===== src/rtl/core/crc_pkg.sv =====
package crc_pkg;

  localparam int unsigned PosFracDef  = 8;
  localparam int unsigned NormFracDef = 14;

  // Width of the arithmetic in each digit-recurrence lane. It covers the
  // largest normal precision: q^2 * dsq with q below 2^22 and dsq below 2^33.
  localparam int unsigned LaneW = 88;
  localparam int unsigned RootW = 24;

  localparam int unsigned NumLanes = 3;
  localparam int unsigned LaneSqrt = 0;
  localparam int unsigned LaneX    = 1;
  localparam int unsigned LaneY    = 2;

  typedef struct packed {
    logic signed [23:0] center_x;
    logic signed [23:0] center_y;
    logic        [15:0] radius;
    logic signed [15:0] rect_left;
    logic signed [15:0] rect_top;
    logic        [14:0] rect_width;
    logic        [14:0] rect_height;
  } crc_req_t;

  typedef struct packed {
    logic               hit;
    logic               center_inside;
    logic signed [15:0] normal_x;
    logic signed [15:0] normal_y;
    logic        [15:0] depth;
  } crc_rsp_t;

  // One lane finds the largest root with root^2 * den <= num.
  // acc holds root^2 * den and lin holds root * den.
  typedef struct packed {
    logic [LaneW-1:0] num;
    logic [LaneW-1:0] den;
    logic [LaneW-1:0] acc;
    logic [LaneW-1:0] lin;
    logic [RootW-1:0] root;
  } crc_lane_t;

  typedef struct packed {
    logic        vld;
    logic        hit;
    logic        ctr_in;
    logic        neg_x;
    logic        neg_y;
    logic [15:0] radius;
    logic [32:0] dsq;
  } crc_side_t;

endpackage


===== src/rtl/core/crc_front.sv =====
module crc_front import crc_pkg::*; #(
  parameter int unsigned POS_FRAC_BITS    = PosFracDef,
  parameter int unsigned NORMAL_FRAC_BITS = NormFracDef
) (
  input  logic      clk_i,
  input  logic      rst_ni,
  input  logic      adv_i,
  input  logic      vld_i,
  input  crc_req_t  req_i,
  output crc_side_t side_o,
  output crc_lane_t lane_o [NumLanes]
);

  localparam int unsigned EdgeW = 17 + POS_FRAC_BITS;
  localparam int unsigned CoordW = ((EdgeW > 24) ? EdgeW : 24) + 2;

  logic signed [CoordW-1:0] cx, cy, lo_x, hi_x, lo_y, hi_y, nx, ny, dx, dy;
  logic        [CoordW-1:0] adx, ady;

  // Stage A: nearest point and offset.
  always_comb begin
    cx   = CoordW'(req_i.center_x);
    cy   = CoordW'(req_i.center_y);
    lo_x = CoordW'(req_i.rect_left) <<< POS_FRAC_BITS;
    lo_y = CoordW'(req_i.rect_top) <<< POS_FRAC_BITS;
    hi_x = (CoordW'(req_i.rect_left) + CoordW'($signed({1'b0, req_i.rect_width})))
           <<< POS_FRAC_BITS;
    hi_y = (CoordW'(req_i.rect_top) + CoordW'($signed({1'b0, req_i.rect_height})))
           <<< POS_FRAC_BITS;
    nx = (cx > hi_x) ? hi_x : cx;
    nx = (nx < lo_x) ? lo_x : nx;
    ny = (cy > hi_y) ? hi_y : cy;
    ny = (ny < lo_y) ? lo_y : ny;
    dx = cx - nx;
    dy = cy - ny;
    adx = dx[CoordW-1] ? CoordW'(-dx) : CoordW'(dx);
    ady = dy[CoordW-1] ? CoordW'(-dy) : CoordW'(dy);
  end

  logic        a_vld_q, a_far_q, a_negx_q, a_negy_q;
  logic [15:0] a_dx_q, a_dy_q, a_r_q;

  always_ff @(posedge clk_i or negedge rst_ni) begin
    if (!rst_ni) begin
      a_vld_q <= 1'b0;
    end else if (adv_i) begin
      a_vld_q <= vld_i;
    end
  end

  // An offset of 2^16 or more squares past any radius, so it can never hit.
  always_ff @(posedge clk_i) begin
    if (adv_i) begin
      a_far_q  <= (|adx[CoordW-1:16]) | (|ady[CoordW-1:16]);
      a_negx_q <= dx[CoordW-1];
      a_negy_q <= dy[CoordW-1];
      a_dx_q   <= adx[15:0];
      a_dy_q   <= ady[15:0];
      a_r_q    <= req_i.radius;
    end
  end

  // Stage B: squares.
  logic        b_vld_q, b_far_q, b_negx_q, b_negy_q;
  logic [31:0] b_dx2_q, b_dy2_q, b_rr_q;
  logic [15:0] b_r_q;

  always_ff @(posedge clk_i or negedge rst_ni) begin
    if (!rst_ni) begin
      b_vld_q <= 1'b0;
    end else if (adv_i) begin
      b_vld_q <= a_vld_q;
    end
  end

  always_ff @(posedge clk_i) begin
    if (adv_i) begin
      b_far_q  <= a_far_q;
      b_negx_q <= a_negx_q;
      b_negy_q <= a_negy_q;
      b_dx2_q  <= a_dx_q * a_dx_q;
      b_dy2_q  <= a_dy_q * a_dy_q;
      b_rr_q   <= a_r_q * a_r_q;
      b_r_q    <= a_r_q;
    end
  end

  // Stage C: distance test and lane setup.
  crc_side_t side_d;
  crc_lane_t lane_d [NumLanes];
  logic [32:0] dsq;

  always_comb begin
    dsq = {1'b0, b_dx2_q} + {1'b0, b_dy2_q};
    side_d.vld    = b_vld_q;
    side_d.hit    = !b_far_q && (dsq < {1'b0, b_rr_q});
    side_d.ctr_in = side_d.hit && (dsq == '0);
    side_d.neg_x  = b_negx_q;
    side_d.neg_y  = b_negy_q;
    side_d.radius = b_r_q;
    side_d.dsq    = dsq;
    for (int i = 0; i < NumLanes; i++) begin
      lane_d[i] = '0;
    end
    if (side_d.hit) begin
      lane_d[LaneSqrt].num = LaneW'(dsq);
      lane_d[LaneSqrt].den = LaneW'(1);
      lane_d[LaneX].num    = LaneW'(b_dx2_q) << (2 * NORMAL_FRAC_BITS);
      lane_d[LaneX].den    = LaneW'(dsq);
      lane_d[LaneY].num    = LaneW'(b_dy2_q) << (2 * NORMAL_FRAC_BITS);
      lane_d[LaneY].den    = LaneW'(dsq);
    end
  end

  crc_side_t side_q;
  crc_lane_t lane_q [NumLanes];

  always_ff @(posedge clk_i or negedge rst_ni) begin
    if (!rst_ni) begin
      side_q <= '0;
    end else if (adv_i) begin
      side_q <= side_d;
    end
  end

  always_ff @(posedge clk_i) begin
    if (adv_i) begin
      lane_q <= lane_d;
    end
  end

  assign side_o = side_q;
  assign lane_o = lane_q;

endmodule

===== config.mk =====
export PLATFORM = sky130hd
export DESIGN_NAME = crc_front
export DESIGN_NICKNAME = d
export VERILOG_FILES = /design/src/rtl/core/crc_pkg.sv /design/src/rtl/core/crc_front.sv
export SDC_FILE = /design/constraint.sdc
export NUM_CORES = 2
export LEC_CHECK = 0
export BUFFER_PORTS_ARGS = -buffer_cell sky130_fd_sc_hd__clkbuf_2
export CAP_MARGIN = 10
export CORE_AREA = 3 3 517 519
export CTS_CLUSTER_DIAMETER = 150
export DETAILED_ROUTE_END_ITERATION = 6
export DIE_AREA = 0 0 520 522
export SYNTH_ARGS = -nofsm -noshare
export SYNTH_HDL_FRONTEND = slang
export SYNTH_SLANG_ARGS = --single-unit

===== constraint.sdc =====
create_clock -name clk_i -period 9 [get_ports clk_i]
set_input_delay 1.8 -clock clk_i [delete_from_list [all_inputs] [get_ports clk_i]]
set_output_delay 1.8 -clock clk_i [all_outputs]
set_load 0.1 [all_outputs]

==> After elaboration in Yosys (flattened, before gate mapping) <==
Index checks and enable logic that the tools add are counted.
{ "totals": {"register_bits": 684, "input_bits": 130} }
{ "op_classes": {"n_addsub": 7, "n_mul": 3, "magnitude_cmp": 5, "n_mux": 7, "bitwise": 1, "reduce_logical": 6} }
{ "op_table": {"columns": ["cell", "count"], "rows": [
  ["2-to-1 mux 27 bit", 6],
  ["multiplier 16 x 16 -> 32 bit", 3],
  ["less-than comparator 27 x 24 -> 1 bit", 2],
  ["negator 27 bit", 2],
  ["subtractor 24 x 27 -> 27 bit", 2],
  ["> comparator 24 x 25 -> 1 bit", 2],
  ["adder 16 x 16 -> 17 bit", 2],
  ["adder 32 x 32 -> 33 bit", 1],
  ["zero test 33 bit", 1],
  ["less-than comparator 33 x 32 -> 1 bit", 1],
  ["OR reduction 11 bit", 2],
  ["logical AND 1 bit", 2],
  ["zero test 1 bit", 1],
  ["2-to-1 mux 1 bit", 1],
  ["OR 1 bit", 1]
]} }

==> Longest topological paths before layout <==
{ "depth": {"word_depth": 10, "ltp_mapped": 56, "depth_no_buf": 54} }

==> Worst setup path after synthesis <==
OpenSTA, ideal clock, no wires.
{ "synth_path": {"path_kind": "input -> register", "from": "input req_i[16] (netlist bit)", "to": "register a_far_q (data pin)", "arrival_time_ns": 11.998, "required_time_ns": 8.730, "path_slack_ns": -3.268, "stages": 53, "n_path_buf": 3, "path_cell_list": "ha_1 > a21o_1 > a21oi_1 > o21ai_0 > a21oi_1 > nand2b_1 > a21oi_1 > o31a_1 > o41ai_1 > o21ai_0 > or2_2 > a21oi_1 > xnor2_1 > ha_1 > nand4_1 > nor3_1 > o31ai_1 > o31ai_1 > (+17 left out) > nor2_4 > buf_4 > nor3_1 > ha_1 > inv_1 > fa_1 > a21o_1 > a21oi_1 > xnor2_1 > a2111o_1 > or4_1 > or4b_4 > nand2b_4 > nor3_4 > mux2i_1 > a32oi_1 > nor4_1 > nand4b_1"} }
{ "synth_via": {"elab_chain_cells": 10} }
{ "synth_rtl": {"columns": ["item", "line", "rtl"], "rows": [
  ["start, declared", "crc_front.sv:9", "input crc_req_t req_i,"],
  ["adder 16 x 16 -> 17 bit (*)", "crc_front.sv:26", "hi_x = (CoordW'(req_i.rect_left) + CoordW'($signed({1'b0, req_i.rect_width})))"],
  ["> comparator 24 x 25 -> 1 bit", "crc_front.sv:30", "nx = (cx > hi_x) ? hi_x : cx;"],
  ["2-to-1 mux 27 bit (*)", "crc_front.sv:30", null],
  ["less-than comparator 27 x 24 -> 1 bit", "crc_front.sv:31", "nx = (nx < lo_x) ? lo_x : nx;"],
  ["2-to-1 mux 27 bit (*)", "crc_front.sv:31", null],
  ["subtractor 24 x 27 -> 27 bit (*)", "crc_front.sv:34", "dx = cx - nx;"],
  ["negator 27 bit", "crc_front.sv:36", "adx = dx[CoordW-1] ? CoordW'(-dx) : CoordW'(dx);"],
  ["2-to-1 mux 27 bit (*)", "crc_front.sv:36", null],
  ["OR reduction 11 bit (*)", "crc_front.sv:54", "a_far_q <= (|adx[CoordW-1:16]) | (|ady[CoordW-1:16]);"],
  ["OR 1 bit (*)", "crc_front.sv:54", null],
  ["end signal, assigned", "crc_front.sv:54", null],
  ["end, declared", "crc_front.sv:40", "logic a_vld_q, a_far_q, a_negx_q, a_negy_q;"]
]} }
Every way passes the cells marked *; elsewhere a longest branch is shown, timed or not.
A chain may end at the register's enable or synchronous reset.

==> Worst setup path in the final report <==
Same ends and word-level chain as after synthesis.

==> results.md <==
### Run status
• complete, but fails checks — outcome
• negative setup slack — violated checks

### Global route
• 0.125 — met1 Resource Use GR
• 0.0214 — met3 routing resource usage after global routing
• 79 — antenna violations before repair
• 0.185 — met2 track utilization from global routing
• met2 — Most Crowded Layer GR
• 212000 um — global-route wire length before repair
• 0 — total overflow reported by the global router
• 0.104 — GRT Overall Usage
• 156 — maximum number of pins on one net before global-route repair
• 34.0k — via count of the first global-routing pass

### Timing
• 33 — Setup Viol. Count Final
• 0.316 — worst max-slew margin expressed relative to the limit
• 88.9 MHz — Achievable Freq
• 431 ps — Post-Route Hold Slack
• 1.25 — Tcrit/Tclk final
• 0 — Slew Viols, Final
• true — setup repair after global routing missed its margin
• 11250 ps — final critical path time including I/O delays and setup
• 0 — number of hold-slack violations in the final timing report
• 1030 ps — Tightest Pin Transition
• -2250 ps — Final WS setup
• 43.0 ps — final clock skew

### Layout
• 18.3% — Area Growth Syn to Fin
• 0.206 — share of cells above drive strength 1
• sky130_fd_sc_hd__conb_1 — leading cell type in the layout, fill and taps excluded
• 7283 — number of nets in the layout
• sky130_fd_sc_hd__conb_1, sky130_fd_sc_hd__inv_1, sky130_fd_sc_hd__buf_4 — most frequent cells in the layout

### Worst hold path
• 0 — Cells on Worst Hold Path
• reg -> reg — type of the worst min-delay path

### Clock tree
• 2 — number of H-tree levels
• 620 ps — clock latency on the worst-skew pair
• 40 — clock buffers created by TritonCTS
• 50 ps — clock transition at the registers of the reported paths
• sky130_fd_sc_hd__clkbuf_16 — Root Buffer
• 314 — sink count of the clock tree
• 3 — clock buffer depth
• yes — TritonCTS clock tree

### Detailed routing
• 15.2 um — wire length per cell after detailed routing
• 148000 um — Final Routed Wirelength
• 3.63 — drt via density
• 0 — antenna-violating nets left
• 1688 — Iter 0 DRT Violations
• 35.3k — vias post-DR
• 5 — Pre-antenna DRT Iters
• 0 — DR DRC count

### Synth
• 0.329 — arithmetic-cell share of the synthesized area counting full adders, half adders and majority gates
• 0.0361 — share of the synthesized netlist area taken by xor and xnor gates
• sky130_fd_sc_hd__edfxtp_1 — most instantiated flip-flop cell in the synthesis netlist
• 258 — Post-synth EDFFs
• 0.0209 — proportion of synthesized area in mux cells
• 0.0851 — share of the synthesized area in compound gates (AO/OA/AOI/OAI)
• 0.0494 mm^2 — summed instance area of the synthesized netlist
• 0.115 — post-synthesis share of cell area spent on and, or, nand and nor gates
• 0 — synth warn
• adder cells — largest family of logic cells by synthesized area
• 98 — Distinct cells, synth
• 5342 — gate count of the mapped netlist
• 9.25 um^2 — syn avg cell area
• 0.185 — proportion of synthesized chip area in sequential cells
• 0.178 — Post-synth ARST share
• 314 — flop and latch count out of synthesis

### Worst setup path
• 4 — Critical path buffers and inverters
• flop — capturing element type of the critical path
• 28 — worst-path maximum fanout
• sky130_fd_sc_hd__a21o_1 — Most common cell on crit path
• input port — kind of launch point of the worst setup path
• 9340 ps — required arrival time at the worst endpoint
• in -> reg — Crit Path Class
• 51 — WP depth
• 500 ps — slowest cell delay on critical path
• 23 — Reg2Reg Depth
• sky130_fd_sc_hd__or4b_4 — highest-delay cell along the critical path
• 11590 ps — arrival time of the worst setup path
• compound AO/OA/AOI/OAI gates — family with the most delay on the worst path

### Placement
• 0.844 — routability congestion estimate from global placement
• -3690 ps — worst slack, placed
• 128000 um — HPWL reported at the end of detailed placement
• 345 — number of I/O port buffers

### Die
• 0.271 mm^2 — die footprint
• 0.263 mm^2 — area inside the core boundary
• 188 — total number of placement rows
• 0.188 — starting density of the core
• 1312 — total I/O pin count
• 522 um — height of the die
• 520 um — Horiz. Die Dim

### Flow run
• 0 — max-cap violations

-- routing by layer --
layer / wire, um / part of all wire
met1: 58400 / 0.40
met2: 74400 / 0.50
met3: 10400 / 0.070
met4: 4550 / 0.031
met5: 148 / 0.0010
-- metrics by stage --
step / setup TNS [ps] / std cells / cell area [um^2] / utilization
detailed placement: -85030 / 9571 / 55300 / 0.211
CTS: -47360 / 9675 / 57500 / 0.219
global route: -64210 / 9709 / 58500 / 0.223
floorplan: -46750 / 6308 / 53300 / -
finish: -47350 / 9711 / 58500 / 0.223
global placement: -85840 / 9571 / 55300 / 0.211
-- area by class of cell --
class / count / area, um^2
clock buffer: 54 / 1140
inverter: 843 / 3170
clock inverter: 20 / 290
sequential: 314 / 9150
antenna: 14 / 35.0
tap: 3515 / 4400
multi-input combinational: 4022 / 33900
fill: 29005 / 204000
timing repair buffer: 929 / 6430
-- Yosys cell counts, types with 57 or more instances --
cell type / count / area, um^2
sky130_fd_sc_hd__edfxtp_1: 258 / 7750
sky130_fd_sc_hd__a21oi_1: 183 / 916
sky130_fd_sc_hd__mux2_2: 57 / 642
sky130_fd_sc_hd__a21o_1: 94 / 706
sky130_fd_sc_hd__xnor2_1: 139 / 1220
sky130_fd_sc_hd__nor2_1: 231 / 867
sky130_fd_sc_hd__nand2_1: 292 / 1100
sky130_fd_sc_hd__buf_4: 1035 / 7770
sky130_fd_sc_hd__ha_1: 507 / 6340
sky130_fd_sc_hd__inv_1: 842 / 3160
sky130_fd_sc_hd__clkbuf_1: 75 / 282
sky130_fd_sc_hd__and2_1: 256 / 1600
sky130_fd_sc_hd__xor2_1: 65 / 569
sky130_fd_sc_hd__fa_1: 496 / 9930
sky130_fd_sc_hd__o21ai_0: 116 / 581
-- worst register-to-register path, stage by stage (launching register included) --
cell	delay, ps
sky130_fd_sc_hd__edfxtp_1	430
sky130_fd_sc_hd__ha_1	350
sky130_fd_sc_hd__a21oi_1	280
sky130_fd_sc_hd__o21ba_2	190
sky130_fd_sc_hd__and4bb_1	230
sky130_fd_sc_hd__o21ai_2	240
sky130_fd_sc_hd__a21o_2	240
sky130_fd_sc_hd__a211oi_1	190
sky130_fd_sc_hd__or3_1	450
sky130_fd_sc_hd__o41ai_1	650
sky130_fd_sc_hd__o21bai_1	240
sky130_fd_sc_hd__and2_1	260
sky130_fd_sc_hd__nor2_1	430
sky130_fd_sc_hd__ha_1	330
sky130_fd_sc_hd__o21ai_0	90
sky130_fd_sc_hd__or3_1	180
sky130_fd_sc_hd__or3_1	150
sky130_fd_sc_hd__nor2_1	70
sky130_fd_sc_hd__nor4_1	200
sky130_fd_sc_hd__o21ai_0	170
sky130_fd_sc_hd__a21o_1	180
sky130_fd_sc_hd__or3_1	550
sky130_fd_sc_hd__inv_4	740
sky130_fd_sc_hd__and2_1	430
-- cell families (layout without fill, tap and decap cells) --
group                    after synthesis  count (layout)
buffers and inverters               1972            1846
AND/OR/NAND/NOR                     1112            1112
adder cells (fa/ha/maj)             1003            1003
AO/OA/AOI/OAI                        640             640
flip-flops                           314             314
XOR/XNOR                             204             204
multiplexers                          96              96
other                                  1             981
-- state kept, by name, summed over array words and instances (netlist names) --
| name | cells |
|---|---|
| a_dx_q | 16 |
| a_dy_q | 16 |
| a_far_q | 1 |
| a_negx_q | 1 |
| a_negy_q | 1 |
| a_r_q | 16 |
| a_vld_q | 1 |
| b_dx2_q | 31 |
| b_dy2_q | 31 |
| b_far_q | 1 |
| b_negx_q | 1 |
| b_negy_q | 1 |
| b_r_q | 15 |
| b_rr_q | 31 |
| b_vld_q | 1 |
| lane_o | 96 |
| side_o | 54 |
-- what timing repair did --
| item | 4_1_cts | 5_1_grt |
|---|---|---|
| setup buffers | 30 | 25 |
| setup endpoints to repair | 33 | 33 |
| gates cloned | 1 | 1 |
| hold buffers | 0 | 0 |
| hold endpoints to repair | 0 | 0 |
| pin swaps | 93 | 104 |
| gates resized for setup | 115 | 158 |
-- final timing paths --
kind                       startpoint          end  slack (ps)
min                          a_negy_q     b_negy_q         430
max                         req_i[16]      a_far_q       -2250
max reg2reg                b_dx2_q[3]  lane_o[698]        1540
min reg2reg                  a_negy_q     b_negy_q         430
min in group asynchronous      rst_ni   side_o[41]        1330
max in group asynchronous      rst_ni   side_o[50]        7030
Power is left out: the tool's default activity adds up to more than one toggle a clock period on the data nets, which glitch-free logic cannot reach.
